**config.mk**
```make
export PLATFORM = sky130hd
export DESIGN_NAME = humidity_sensor_frame_decoder
export DESIGN_NICKNAME = d
export VERILOG_FILES = /design/src/hsfd_pkg.sv /design/src/hsfd_frame.sv /design/src/hsfd_scale.sv /design/src/humidity_sensor_frame_decoder.sv
export SDC_FILE = /design/constraint.sdc
export NUM_CORES = 1
export LEC_CHECK = 0
export BUFFER_PORTS_ARGS = -buffer_cell sky130_fd_sc_hd__buf_2
export CORE_UTILIZATION = 60
export CTS_CLUSTER_SIZE = 8
export DETAILED_ROUTE_END_ITERATION = 10
export PLACE_DENSITY_LB_ADDON = 0.15
export SYNTH_ARGS = -nofsm -noshare
export SYNTH_HDL_FRONTEND = slang
export SYNTH_SLANG_ARGS = --single-unit
```
**constraint.sdc**
```tcl
create_clock -name i_clk -period 15.1 [get_ports i_clk]
set_clock_uncertainty 0.15 [all_clocks]
set_input_delay 1.51 -clock i_clk [delete_from_list [all_inputs] [get_ports i_clk]]
set_output_delay 1.51 -clock i_clk [all_outputs]
set_load 0.02 [all_outputs]
```
**src/hsfd_pkg.sv**
```systemverilog
// Package for the humidity sensor frame decoder: byte position codes, the
// frame record passed to the scaler, CRC-8 and divide-by-65535 helpers.
// No dependencies.
package hsfd_pkg;

    localparam int unsigned BYTE_W   = 8;
    localparam int unsigned WORD_W   = 16;
    localparam int unsigned TCENTI_W = 15;
    localparam int unsigned HCENTI_W = 14;
    localparam int unsigned OUT_W    = 64;

    localparam logic [BYTE_W-1:0] CRC_POLY = 8'h31;  // x^8+x^5+x^4+1, top bit implied
    localparam logic [BYTE_W-1:0] CRC_INIT = 8'hFF;

    localparam logic [14:0] T_SCALE  = 15'd17500;
    localparam logic [13:0] H_SCALE  = 14'd10000;
    localparam logic [15:0] T_OFFSET = 16'd4500;

    // index of the next frame byte
    typedef enum logic [2:0] {
        POS_T_HI  = 3'd0,
        POS_T_LO  = 3'd1,
        POS_T_CRC = 3'd2,
        POS_H_HI  = 3'd3,
        POS_H_LO  = 3'd4,
        POS_H_CRC = 3'd5
    } t_pos;

    typedef struct packed {
        logic [WORD_W-1:0] raw_temperature;
        logic [WORD_W-1:0] raw_humidity;
        logic              temperature_crc_ok;
        logic              humidity_crc_ok;
    } t_frame;

    typedef struct packed {
        logic [TCENTI_W-1:0] temperature_centi;
        logic [HCENTI_W-1:0] humidity_centi;
    } t_scaled;

    // one byte through CRC-8, MSB first
    function automatic logic [BYTE_W-1:0] crc_feed(input logic [BYTE_W-1:0] crc,
                                                    input logic [BYTE_W-1:0] b);
        logic [BYTE_W-1:0] c;
        c = crc ^ b;
        for (int i = 0; i < 8; i++) begin
            if (c[BYTE_W-1]) begin
                c = {c[BYTE_W-2:0], 1'b0} ^ CRC_POLY;
            end else begin
                c = {c[BYTE_W-2:0], 1'b0};
            end
        end
        return c;
    endfunction

    // floor(x / 65535) for x < 2^31: q0 = x >> 16, remainder x[15:0] + q0,
    // one correction when that remainder reaches 65535
    function automatic logic [WORD_W-1:0] div_65535(input logic [30:0] x);
        logic [14:0] q0;
        logic [16:0] rem;
        q0  = x[30:16];
        rem = {1'b0, x[15:0]} + {2'b00, q0};
        if (rem >= 17'd65535) begin
            return {1'b0, q0} + 16'd1;
        end else begin
            return {1'b0, q0};
        end
    endfunction

endpackage

```
**src/hsfd_frame.sv**
```systemverilog
// Frame assembler: byte position, running CRC-8 and the held words.
// Flags the sixth byte and presents the complete frame. Uses hsfd_pkg.
module hsfd_frame (
    input  logic                  i_clk,
    input  logic                  i_rst_n,
    input  logic                  i_accept,
    input  logic [7:0]            i_byte,
    input  logic                  i_start,
    output logic                  o_done,
    output hsfd_pkg::t_frame      o_frame
);

    hsfd_pkg::t_pos  r_pos, n_pos, w_pos;
    logic [7:0]      r_crc, n_crc;
    logic [7:0]      r_high, n_high;
    logic [15:0]     r_temp_word, n_temp_word;
    logic            r_temp_ok, n_temp_ok;
    logic [15:0]     r_hum_word, n_hum_word;

    // start flag overrides the stored position
    assign w_pos = i_start ? hsfd_pkg::POS_T_HI : r_pos;

    // next position
    always_comb begin
        case (w_pos)
            hsfd_pkg::POS_T_HI:  n_pos = hsfd_pkg::POS_T_LO;
            hsfd_pkg::POS_T_LO:  n_pos = hsfd_pkg::POS_T_CRC;
            hsfd_pkg::POS_T_CRC: n_pos = hsfd_pkg::POS_H_HI;
            hsfd_pkg::POS_H_HI:  n_pos = hsfd_pkg::POS_H_LO;
            hsfd_pkg::POS_H_LO:  n_pos = hsfd_pkg::POS_H_CRC;
            hsfd_pkg::POS_H_CRC: n_pos = hsfd_pkg::POS_T_HI;
            default:             n_pos = hsfd_pkg::POS_T_LO;  // treated as first byte
        endcase
    end

    // datapath and outputs
    always_comb begin
        n_crc       = r_crc;
        n_high      = r_high;
        n_temp_word = r_temp_word;
        n_temp_ok   = r_temp_ok;
        n_hum_word  = r_hum_word;
        o_done      = 1'b0;
        case (w_pos)
            hsfd_pkg::POS_T_LO: begin
                n_crc       = hsfd_pkg::crc_feed(r_crc, i_byte);
                n_temp_word = {r_high, i_byte};
            end
            hsfd_pkg::POS_T_CRC: begin
                n_temp_ok = (r_crc == i_byte);
                n_crc     = hsfd_pkg::CRC_INIT;
            end
            hsfd_pkg::POS_H_LO: begin
                n_crc      = hsfd_pkg::crc_feed(r_crc, i_byte);
                n_hum_word = {r_high, i_byte};
            end
            hsfd_pkg::POS_H_CRC: begin
                n_crc  = hsfd_pkg::CRC_INIT;
                o_done = i_accept;
            end
            default: begin  // high byte of either word
                n_crc  = hsfd_pkg::crc_feed(hsfd_pkg::CRC_INIT, i_byte);
                n_high = i_byte;
            end
        endcase
        o_frame.raw_temperature    = r_temp_word;
        o_frame.raw_humidity       = r_hum_word;
        o_frame.temperature_crc_ok = r_temp_ok;
        o_frame.humidity_crc_ok    = (r_crc == i_byte);
    end

    always_ff @(posedge i_clk) begin
        if (!i_rst_n) begin
            r_pos <= hsfd_pkg::POS_T_HI;
            r_crc <= hsfd_pkg::CRC_INIT;
        end else if (i_accept) begin
            r_pos <= n_pos;
            r_crc <= n_crc;
        end
    end

    always_ff @(posedge i_clk) begin
        if (i_accept) begin
            r_high      <= n_high;
            r_temp_word <= n_temp_word;
            r_temp_ok   <= n_temp_ok;
            r_hum_word  <= n_hum_word;
        end
    end

endmodule

```
**src/hsfd_scale.sv**
```systemverilog
// Scaler: raw words to hundredths of a degree C and of a percent,
// one constant multiply and a divide-by-65535 correction each. Uses hsfd_pkg.
module hsfd_scale (
    input  hsfd_pkg::t_frame   i_frame,
    output hsfd_pkg::t_scaled  o_scaled
);

    logic [30:0] w_t_prod;
    logic [29:0] w_h_prod;
    logic [15:0] w_t_q;
    logic [15:0] w_h_q;
    logic [15:0] w_t_diff;

    assign w_t_prod = 31'(i_frame.raw_temperature) * 31'(hsfd_pkg::T_SCALE);
    assign w_h_prod = 30'(i_frame.raw_humidity) * 30'(hsfd_pkg::H_SCALE);

    assign w_t_q = hsfd_pkg::div_65535(w_t_prod);
    assign w_h_q = hsfd_pkg::div_65535({1'b0, w_h_prod});

    // two's complement result, -4500..13000
    assign w_t_diff = w_t_q - hsfd_pkg::T_OFFSET;

    assign o_scaled.temperature_centi = w_t_diff[14:0];
    assign o_scaled.humidity_centi    = w_h_q[13:0];

endmodule

```
**src/humidity_sensor_frame_decoder.sv**
```systemverilog
// Top level of the humidity sensor frame decoder: frame assembler, scaler
// and the output register. Uses hsfd_pkg, hsfd_frame and hsfd_scale.
//
//  channel | dir | tdata                     | tuser           | notes
//  s_axis  | in  | [7:0] data_byte           | [0] frame_start | one frame byte
//  m_axis  | out | see m_axis_tdata below    | -               | one per six bytes
//
// One byte is taken per cycle, back to back. CRC and scaling are combinational
// between the frame registers and the output register, so the result is
// registered at the edge that takes the sixth byte and offered the next cycle.
// Reset sets the byte position to the first byte and the CRC to 0xFF.
// A held result stalls the input only while the output is not taken.
module humidity_sensor_frame_decoder (
    input  logic                       i_clk,
    input  logic                       i_rst_n,
    input  logic                       s_axis_tvalid,
    output logic                       s_axis_tready,
    input  logic [7:0]                 s_axis_tdata,   // [7:0] data_byte
    input  logic                       s_axis_tuser,   // [0] frame_start
    output logic                       m_axis_tvalid,
    input  logic                       m_axis_tready,
    output logic [hsfd_pkg::OUT_W-1:0] m_axis_tdata    // [15:0] raw_temperature,
                                                       // [31:16] raw_humidity,
                                                       // [46:32] temperature_centi,
                                                       // [60:47] humidity_centi,
                                                       // [61] temperature_crc_ok,
                                                       // [62] humidity_crc_ok,
                                                       // [63] zero
);

    logic                       w_accept;
    logic                       w_done;
    hsfd_pkg::t_frame           w_frame;
    hsfd_pkg::t_scaled          w_scaled;
    logic                       r_out_valid;
    logic [hsfd_pkg::OUT_W-1:0] r_out_data;

    assign s_axis_tready = !r_out_valid || m_axis_tready;
    assign w_accept      = s_axis_tvalid && s_axis_tready;

    hsfd_frame u_frame (
        .i_clk    (i_clk),
        .i_rst_n  (i_rst_n),
        .i_accept (w_accept),
        .i_byte   (s_axis_tdata),
        .i_start  (s_axis_tuser),
        .o_done   (w_done),
        .o_frame  (w_frame)
    );

    hsfd_scale u_scale (
        .i_frame  (w_frame),
        .o_scaled (w_scaled)
    );

    always_ff @(posedge i_clk) begin
        if (!i_rst_n) begin
            r_out_valid <= 1'b0;
        end else if (w_done) begin
            r_out_valid <= 1'b1;
        end else if (m_axis_tready) begin
            r_out_valid <= 1'b0;
        end
    end

    always_ff @(posedge i_clk) begin
        if (w_done) begin
            r_out_data <= {1'b0,
                           w_frame.humidity_crc_ok,
                           w_frame.temperature_crc_ok,
                           w_scaled.humidity_centi,
                           w_scaled.temperature_centi,
                           w_frame.raw_humidity,
                           w_frame.raw_temperature};
        end
    end

    assign m_axis_tvalid = r_out_valid;
    assign m_axis_tdata  = r_out_data;

endmodule
```
==> results of run 1 <==
## state kept, by name, indices dropped and copies added (netlist names)
signal	flops
m_axis_tdata	63
m_axis_tvalid	1
u_frame.r_crc	8
u_frame.r_high	8
u_frame.r_hum_word	16
u_frame.r_pos	3
u_frame.r_temp_ok	1
u_frame.r_temp_word	16
## power groups by stage
stage	clock network (mW)	logic, mW	registers [mW]
final	0.389	0.818	0.375
after global routing	0.409	0.908	0.376
after CTS	0.395	0.809	0.375
after detailed placement	0	0.801	0.382
after global placement	0	0.797	0.382
after floorplan	0	0.641	0.378
## worst max-delay path: cells and delay by family (launching register included)
kind            cells  cell delay, ns
compound gates     15            3.82
fa+ha+maj           7            2.95
simple gates        4            0.75
xor+xnor            3            0.74
flops               1            0.53
buf+inv             4            0.19
## layout by cell type, fill, tap and decap left out, drive strengths merged, types with 6 or more instances in the layout
cell type and count:
a211o 6, a211oi 13, a21o 16, a21oi 57, a221oi 9, a311oi 7, a31oi 6, and2 11
and3 6, buf 79, clkbuf 17, dfxtp 12, edfxtp 104, fa 82, ha 193, inv 251
nand2 45, nand2b 12, nand3 20, nand4 9, nor2 53, nor2b 8, nor3 30, o211ai 9
o21a 13, o21ai 43, or3 9, xnor2 74, xor2 35
## metal layers
layer | track usage | wire length [um] | vias to the layer above
li1 | - | - | 4328
met1 | 0.375 | 12300 | 4222
met2 | 0.428 | 12200 | 250
met3 | 0.0451 | 1270 | 27
met4 | 0.0748 | 337 | 0
met5 | 0 | 0 | -
## worst max-delay path by stage
stage | startpoint | endpoint | slack [ns]
final | u_frame.r_temp_word[13] | m_axis_tdata[43] | 5.71
after floorplan | u_frame.r_temp_word[12] | m_axis_tdata[45] | 6.89
after CTS | u_frame.r_temp_word[13] | m_axis_tdata[44] | 5.86
after global placement | u_frame.r_temp_word[10] | m_axis_tdata[45] | 6.07
after global routing | u_frame.r_temp_word[12] | m_axis_tdata[41] | 5.21
after detailed placement | u_frame.r_temp_word[13] | m_axis_tdata[45] | 5.93
## stage by stage
| stage | utilization | power (mW) | hold slack, ns | instance area (sq um) |
|---|---|---|---|---|
| 5_1_grt | 0.684 | 1.69 | 0.293 | 13500 |
| 3_5_place_dp | 0.655 | 1.18 | 0.268 | 12900 |
| 2_1_floorplan | - | 1.02 | 0.250 | 12300 |
| 4_1_cts | 0.684 | 1.58 | 0.279 | 13500 |
| 3_3_place_gp | 0.655 | 1.18 | 0.264 | 12900 |
| 6_report | 0.684 | 1.58 | 0.277 | 13500 |
## cells by family after synthesis
| logic type | Yosys count |
|---|---|
| flops | 116 |
| fa+ha+maj | 275 |
| mux | 10 |
| other cells | 1 |
| compound gates | 213 |
| xor+xnor | 109 |
| simple gates | 227 |
| buf+inv | 262 |
## final cells by class
type                       instances  share of cell area
multi-input combinational        835               0.586
sequential                       116               0.249
inverter                         244              0.0679
clock buffer                      17              0.0315
timing repair buffer              79              0.0297
tap                              265              0.0246
clock inverter                    15              0.0108
==> reports/qor.csv, run 1 <==
stage,metric,value,unit
finish,multi_input_area,0.00791,sq mm
detailed_routing,vias,8827,
clock_network,clkLatencyLatePin,0.42,ns
synth,synth_most_common_cell,inv_1,
clock_network,htreeDepth,4,
detailed_routing,drt_iter0_markers,500,
grt,overflow,0,
timing,period_share,0.622,
timing,fmax,107,MHz
floorplanning,rows,51,
power_and_ir_drop,p_per_area,117,mW/mm^2
floorplanning,io_pins,79,
outcome,status,finished clean,
finish,nets,1581,
critical_path,worst-r2r-cell-count,33,
synth,synthAdderAreaFrac,0.331,
timing,worstMarginPinSlew,1.23,ns
placed_design,place_hpwl,21000,um
finish,area_growth,10.1,%
clock_network,cts-root-buf,clkbuf_16,
synth,synth_warnings,0,
synth,synthesis.area,0.0123,sq mm
power_and_ir_drop,swShare,0.416,
synth,synth_top_family_by_area,adder cells,
detailed_routing,ant_nets,0,
synth,synth_common_cells,"inv_1, ha_1, edfxtp_1",
critical_path,critical_path_class,register to register,
timing,finalCriticalPeriod,9.39,ns
timing,relSlewSlack,0.173,
critical_path,worstSetupEndpointType,register,
power_and_ir_drop,seq_power_share,0.237,
critical_path,worst_ep_required_time,15.10,ns
critical_path,worst_path_max_delay_cell,a211oi_2,
synth,synth_flop_cell,edfxtp_1,
clock_network,hold_buffers,0,
synth,async_reset_ff_frac,0,
placed_design,portBuffers,77,
detailed_routing,viasPerCell,5.62,
timing,rsz0062_at_grt,false,
worst_hold_path,min_to,m_axis_tdata[61],
critical_path,reg2reg_to,m_axis_tdata[43],
placed_design,pre_cts_slack,5.93,ns
timing,hold_violations,0,
synth,synth-xor-area-share,0.0828,
synth,synth_top_area_frac,0.255,
synth,ys_ff_latch,116,
placed_design,dp.cells,1539,
grt,grt_pass1_wl,42300,um
synth,ys_seq_area_frac,0.275,
synth,synth_compound_area_frac,0.124,
timing,setup_violations,0,
finish,fill_cells,1545,
power_and_ir_drop,pwr-share-clk,0.246,
detailed_routing,wire_per_inst,16.6,um
detailed_routing,first_pass_iters,5,
finish,drive_above_1_share,0.119,
synth,avgSynthCellArea,10.1,sq um
run,maxCapViolations,0,
grt,grt_pass1_vias,8427,
clock_network,path_clk_slew,0.06,ns
finish,fin_cells,1571,
clock_network,clk_path_buf_depth,2,
floorplanning,fp.dieArea,0.0210,sq mm
worst_hold_path,hold_depth,0,
clock_network,cts_resized,0,
synth,synth_cell_types,84,
floorplanning,start_util,0.621,
power_and_ir_drop,net-switching-power,0.659,mW
clock_network,numCtsBuffers,17,
critical_path,arrival,9.39,ns
grt,antenna_found_initial,0,
finish,regArea,0.00336,sq mm
power_and_ir_drop,power.internal,0.924,mW
synth,synth_nets,1501,
finish,diodes,0,
grt,grt_max_degree,53,
timing,fin_ws,5.71,ns
synth,syn_inst,1213,
floorplanning,core_area,0.0197,sq mm
synth,synth-edff-count,104,
synth,synthSimpleGateAreaFrac,0.0964,
floorplanning,chipHeight,145,um
synth,synth_mux_area_frac,0.00899,
grt,grt_usage,0.268,
critical_path,r2r_start,u_frame.r_temp_word[13],
power_and_ir_drop,cellLeakagePower,6.32,nW
worst_hold_path,hp-start,u_frame.r_temp_ok,
timing,fin_setup_tns,0,ns
synth,synth_top_area_cell,edfxtp_1,
placed_design,place.gp.congestion,0.961,
synth,yosys-top-cells-area,"edfxtp_1, ha_1, fa_1, inv_1, xnor2_1",
critical_path,startpoint_type,register,
power_and_ir_drop,comb_power_share,0.517,
critical_path,max_stage_delay,0.64,ns
detailed_routing,finalWirelength,26100,um
clock_network,cts_sinks,116,
clock_network,post-cts-setup-buffer-count,0,
floorplanning,die_w,145,um
critical_path,critPathMaxFanout,12,
clock_network,cts_tree,done,
detailed_routing,drc,0,
critical_path,regToRegSetupSlack,5.71,ns
timing,slew_violations,0,
power_and_ir_drop,ir_worst_vdd,0.0000792,V
worst_hold_path,hold_class,register to register,
Note: power is estimated with default switching activity, not from simulation.
==> run 2, diff against run 1 <==
--- a/config.mk
+++ b/config.mk
@@ -6,7 +6,7 @@
 export NUM_CORES = 1
 export LEC_CHECK = 0
 export BUFFER_PORTS_ARGS = -buffer_cell sky130_fd_sc_hd__buf_2
-export CORE_UTILIZATION = 60
+export CORE_UTILIZATION = 57
 export CTS_CLUSTER_SIZE = 8
 export DETAILED_ROUTE_END_ITERATION = 10
 export PLACE_DENSITY_LB_ADDON = 0.15
==> constraint.sdc (replaced) <==
create_clock -name i_clk -period 8.63 [get_ports i_clk]
set_clock_uncertainty 0.15 [all_clocks]
set_input_delay 0.863 -clock i_clk [delete_from_list [all_inputs] [get_ports i_clk]]
set_output_delay 0.863 -clock i_clk [all_outputs]
set_load 0.02 [all_outputs]
==> run 2 against run 1 <==
- combinational power grew 98%
- largest power group unchanged
- final cell count rose by 4.5%
- sequential power is 75% higher
- worst setup slack got worse by 5.4 ns
- clock power rose by 85%
- highest routed layer unchanged
- final area up 5.2%
- die area grew 5.2%
- register-to-register slack lost 5.4 ns
- via count rose by 2.2%
- wire length rose by 6.5%
- total power rose by 89%
- core utilization is 0.93 points lower
==> reports/qor.csv, run 2 (synthesis results as in run 1) <==
stage,metric,value,unit
critical_path,max_stage_delay,0.54,ns
finish,regArea,0.00336,sq mm
critical_path,worst_path_max_delay_cell,edfxtp_1,
critical_path,startpoint,u_frame.r_temp_word[7],
grt,overflow,0,
timing,hold_violations,0,
detailed_routing,wire_per_inst,16.9,um
timing,slew_violations,0,
placed_design,portBuffers,77,
critical_path,critical_path_class,register to register,
floorplanning,rows,53,
finish,diodes,0,
critical_path,worst_ep_required_time,8.64,ns
worst_hold_path,hold_class,register to register,
worst_hold_path,hp-start,u_frame.r_temp_ok,
timing,period_share,0.966,
clock_network,cts-root-buf,clkbuf_16,
detailed_routing,drt_iter0_markers,576,
critical_path,critPathMostFrequentCell,inv_1,
floorplanning,start_util,0.583,
finish,drive_above_1_share,0.176,
timing,setup_violations,0,
placed_design,pre_cts_slack,0.0566,ns
power_and_ir_drop,cellLeakagePower,6.66,nW
timing,worstMarginPinSlew,1.18,ns
critical_path,crit_end,m_axis_tdata[45],
grt,grt_pass1_wl,43900,um
detailed_routing,drc,0,
floorplanning,core_area,0.0210,sq mm
detailed_routing,vias,9019,
clock_network,clk_path_buf_depth,2,
clock_network,cts_tree,done,
timing,relSlewSlack,0.211,
timing,fin_ws,0.292,ns
grt,antenna_found_initial,0,
critical_path,startpoint_type,register,
placed_design,place.gp.congestion,0.924,
placed_design,place_hpwl,21900,um
grt,grt_usage,0.258,
clock_network,clkLatencyLatePin,0.42,ns
finish,largest_reg_flops,63,
power_and_ir_drop,ir_worst_vdd,0.000135,V
finish,multi_input_area,0.00810,sq mm
finish,layout_common_cells,"inv_1, ha_1, edfxtp_1, fa_1, buf_2",
detailed_routing,finalWirelength,27800,um
floorplanning,io_pins,79,
finish,nets,1641,
clock_network,cts_sinks,116,
clock_network,htreeDepth,4,
run,maxCapViolations,0,
finish,final_common_cell,inv_1,
floorplanning,die_w,149,um
clock_network,numCtsBuffers,17,
power_and_ir_drop,p_per_area,211,mW/mm^2
critical_path,critPathMaxFanout,5,
grt,grt_pass1_vias,8688,
finish,fill_cells,1642,
grt,grt_max_degree,52,
finish,area_growth,15.8,%
outcome,status,finished clean,
timing,hold-worst-slack,0.286,ns
timing,finalCriticalPeriod,8.34,ns
critical_path,worstSetupEndpointType,register,
clock_network,path_clk_slew,0.06,ns
floorplanning,fp.dieArea,0.0221,sq mm
detailed_routing,ant_nets,0,
critical_path,arrival,8.35,ns
detailed_routing,first_pass_iters,9,
floorplanning,chipHeight,149,um
critical_path,r2r_start,u_frame.r_temp_word[7],
detailed_routing,viasPerCell,5.50,
critical_path,reg2reg_to,m_axis_tdata[45],
timing,fmax,120,MHz
critical_path,worst-r2r-cell-count,35,
critical_path,regToRegSetupSlack,0.29,ns
-- run 2: cell types whose count changed in the layout (fill, tap and decap cells not counted), sizes merged --
cell           change
inv                -3
clkinvlp           +1
clkinv             -2
clkdlybuf4s15      +1
buf               +59
clkbuf             +4
-- run 2: area by class of cell --
class,count,area share
Clock inverter,11,0.00776
Multi-Input combinational cell,835,0.571
Sequential cell,116,0.237
Tap cell,275,0.0243
Timing Repair Buffer,139,0.0603
Inverter,244,0.0646
Clock buffer,21,0.0348
-- run 2: metal layers --
metal,global-route usage,part of all wire,up-vias
met5,0,0,-
met4,0.0789,0.022,0
met3,0.0371,0.052,35
met2,0.411,0.46,261
met1,0.364,0.46,4279
li1,-,-,4444
-- run 2: repair_timing --
action                     4_1_cts  5_1_grt
setup buffers                    0       27
resized for setup                0       33
hold buffers                     0        0
setup endpoints to repair        0       12
-- run 2: power breakdown --
group / switching (mW) / internal, mW
combinational: 0.925 / 0.697
sequential: 0.0121 / 0.643
clock: 0.276 / 0.442
total: 1.21 / 1.78
-- run 2: critical path: cells and delay by family, from the launching register on --
kind / cells / cell delay [ns]
compound gates: 11 / 2.19
mux: 1 / 0.25
xor+xnor: 2 / 0.27
buf+inv: 7 / 0.69
flops: 1 / 0.54
fa+ha+maj: 6 / 2.44
simple gates: 8 / 1.53
-- run 2: stage by stage --
stage	cell area (sq um)	total power [mW]	setup TNS, ns	util	std cells
after floorplan	12300	1.78	0	-	1213
after global placement	13200	2.16	0	0.626	1581
after detailed placement	13200	2.17	0	0.626	1581
after CTS	13800	2.89	0	0.655	1613
after global routing	14200	3.19	-0.168	0.675	1641
final	14200	3.00	0	0.675	1641
-- run 2: worst min-delay path by stage --
stage	endpoint	cells past startpoint	slack, ns
2_1_floorplan	m_axis_tdata[61]	0	0.25
5_1_grt	m_axis_tdata[61]	0	0.28
4_1_cts	m_axis_tdata[61]	0	0.28
3_3_place_gp	m_axis_tdata[61]	0	0.25
3_5_place_dp	m_axis_tdata[61]	0	0.27
6_report	m_axis_tdata[61]	0	0.29
==> run 3, diff against run 2 <==
--- a/config.mk
+++ b/config.mk
@@ -9,6 +9,7 @@
 export CORE_UTILIZATION = 57
 export CTS_CLUSTER_SIZE = 8
 export DETAILED_ROUTE_END_ITERATION = 10
+export MAX_ROUTING_LAYER = met4
 export PLACE_DENSITY_LB_ADDON = 0.15
 export SYNTH_ARGS = -nofsm -noshare
 export SYNTH_HDL_FRONTEND = slang
==> run 3 against run 2 <==
- sequential cell count unchanged
- non-clock buffer count decreased by 1
- register-to-register slack improved by 0.09 ns
- critical path depth decreased by 3
- critical path type unchanged
==> reports/qor.csv, run 3 (synthesis results as in run 1) <==
stage,metric,value,unit
outcome,status,finished clean,
finish,design_area,0.0141,sq mm
floorplanning,io_pins,79,
critical_path,worst_ep_required_time,8.65,ns
detailed_routing,first_pass_iters,7,
finish,multi_input_area,0.00805,sq mm
placed_design,place_hpwl,21800,um
detailed_routing,wire_per_inst,16.7,um
finish,final_common_cell,inv_1,
critical_path,critical_path_class,register to register,
detailed_routing,finalWirelength,27500,um
floorplanning,fp.dieArea,0.0221,sq mm
worst_hold_path,hold_class,register to register,
floorplanning,chipHeight,149,um
grt,gr-usage-met3,0.0362,
critical_path,startpoint_type,register,
finish,fill_cells,1644,
timing,fin_setup_tns,0,ns
finish,layout_common_cells,"inv_1, ha_1, edfxtp_1, fa_1, buf_2",
detailed_routing,drc,0,
timing,period_share,0.956,
timing,relSlewSlack,0.186,
floorplanning,die_w,149,um
floorplanning,rows,53,
placed_design,portBuffers,77,
clock_network,hold_buffers,0,
power_and_ir_drop,seq_power_share,0.219,
power_and_ir_drop,swShare,0.411,
clock_network,numCtsBuffers,17,
detailed_routing,viasPerCell,5.52,
finish,regArea,0.00336,sq mm
timing,setup_violations,0,
timing,fin_ws,0.382,ns
grt,grt_max_degree,52,
power_and_ir_drop,net-switching-power,1.23,mW
detailed_routing,vias,9054,
power_and_ir_drop,p_per_area,212,mW/mm^2
clock_network,cts_sinks,116,
run,maxCapViolations,0,
power_and_ir_drop,power.internal,1.76,mW
placed_design,placed_area,0.0132,sq mm
grt,antenna_found_initial,0,
detailed_routing,ant_nets,0,
clock_network,path_clk_slew,0.07,ns
finish,nets,1640,
power_and_ir_drop,ir_worst_vdd,0.000138,V
grt,grt_pass1_vias,8578,
floorplanning,start_util,0.583,
timing,hold_violations,0,
finish,diodes,0,
grt,overflow,0,
power_and_ir_drop,comb_power_share,0.539,
finish,largest_reg_flops,63,
finish,area_growth,15.2,%
timing,finalCriticalPeriod,8.25,ns
timing,slew_violations,0,
critical_path,max_stage_delay,0.53,ns
clock_network,clk_path_buf_depth,2,
floorplanning,core_area,0.0210,sq mm
critical_path,worst_path_max_delay_cell,fa_1,
placed_design,place.gp.congestion,0.944,
critical_path,worstSetupEndpointType,register,
critical_path,critPathMaxFanout,7,
clock_network,cts-root-buf,clkbuf_16,
power_and_ir_drop,cellLeakagePower,6.65,nW
power_and_ir_drop,p_total,2.99,mW
clock_network,clkLatencyLatePin,0.43,ns
grt,met2_usage,0.391,
power_and_ir_drop,pwr-share-clk,0.242,
grt,use_met1,0.363,
critical_path,arrival,8.26,ns
grt,grt_usage,0.260,
grt,grt_pass1_wl,43000,um
detailed_routing,drt_iter0_markers,501,
clock_network,cts_tree,done,
clock_network,htreeDepth,4,
timing,worstMarginPinSlew,1.21,ns
finish,drive_above_1_share,0.173,
placed_design,pre_cts_slack,0.0814,ns
grt,grt.busiest_layer,met2,
timing,fmax,121,MHz
finish,utilization,0.671,
run 3: cell types whose count changed in the layout (fill, tap and decap cells not counted), moves of 2 or more:
| cell | previous run | this run |
|---|---|---|
| ha_4 | 5 | 1 |
| clkinvlp_4 | 3 | 1 |
| ha_1 | 186 | 190 |
| clkinv_4 | 2 | 4 |
| inv_6 | 4 | 6 |
| clkbuf_16 | 19 | 17 |
run 3: area by class of cell:
class | instances | area share
multi-input combinational | 835 | 0.570
clock inverter | 15 | 0.0121
inverter | 244 | 0.0649
sequential | 116 | 0.238
clock buffer | 17 | 0.0302
timing repair buffer | 138 | 0.0598
tap | 275 | 0.0244
run 3: worst max-delay path: cells and delay by family (launching register included):
family | cells | cell delay, ns
xor gates and xnor gates | 2 | 0.37
DFF | 1 | 0.41
and+or+nand+nor | 2 | 0.30
AOI/OAI and AO/OA | 12 | 2.75
muxes | 1 | 0.25
buffers and inverters | 8 | 0.81
adders and majority gates | 7 | 2.90
run 3: power groups by stage:
stage | Clock (mW) | Sequential [mW] | Combinational, mW
2_1_floorplan | 0 | 0.662 | 1.12
3_3_place_gp | 0 | 0.666 | 1.50
3_5_place_dp | 0 | 0.666 | 1.50
4_1_cts | 0.732 | 0.655 | 1.51
5_1_grt | 0.752 | 0.655 | 1.76
6_report | 0.723 | 0.655 | 1.61
run 3: final timing paths:
check,from,end,slack (ns),cells past startpoint
max,u_frame.r_temp_word[11],m_axis_tdata[45],0.38,32
min,u_frame.r_temp_ok,m_axis_tdata[61],0.28,0
max reg2reg,u_frame.r_temp_word[11],m_axis_tdata[45],0.38,32
min reg2reg,u_frame.r_temp_ok,m_axis_tdata[61],0.28,0
run 3: per-stage QoR:
step                      hold WS [ns]  instances
after floorplan                  0.250       1213
after global placement           0.252       1584
after detailed placement         0.255       1584
after CTS                        0.277       1616
after global routing             0.286       1640
final                            0.276       1640
run 3: what timing repair did:
| item | in CTS | in global routing |
|---|---|---|
| endpoints found under the setup margin | 0 | 12 |
| gates resized for setup | 0 | 27 |
| hold endpoints to repair | 0 | 0 |
| setup buffers | 0 | 24 |
run 3: layer usage:
layer,part of all wire,wire length [um],up-vias
li1,-,-,4451
met1,0.48,13100,4324
met2,0.46,12600,243
met3,0.046,1270,36
met4,0.020,544,0
met5,0,0,-
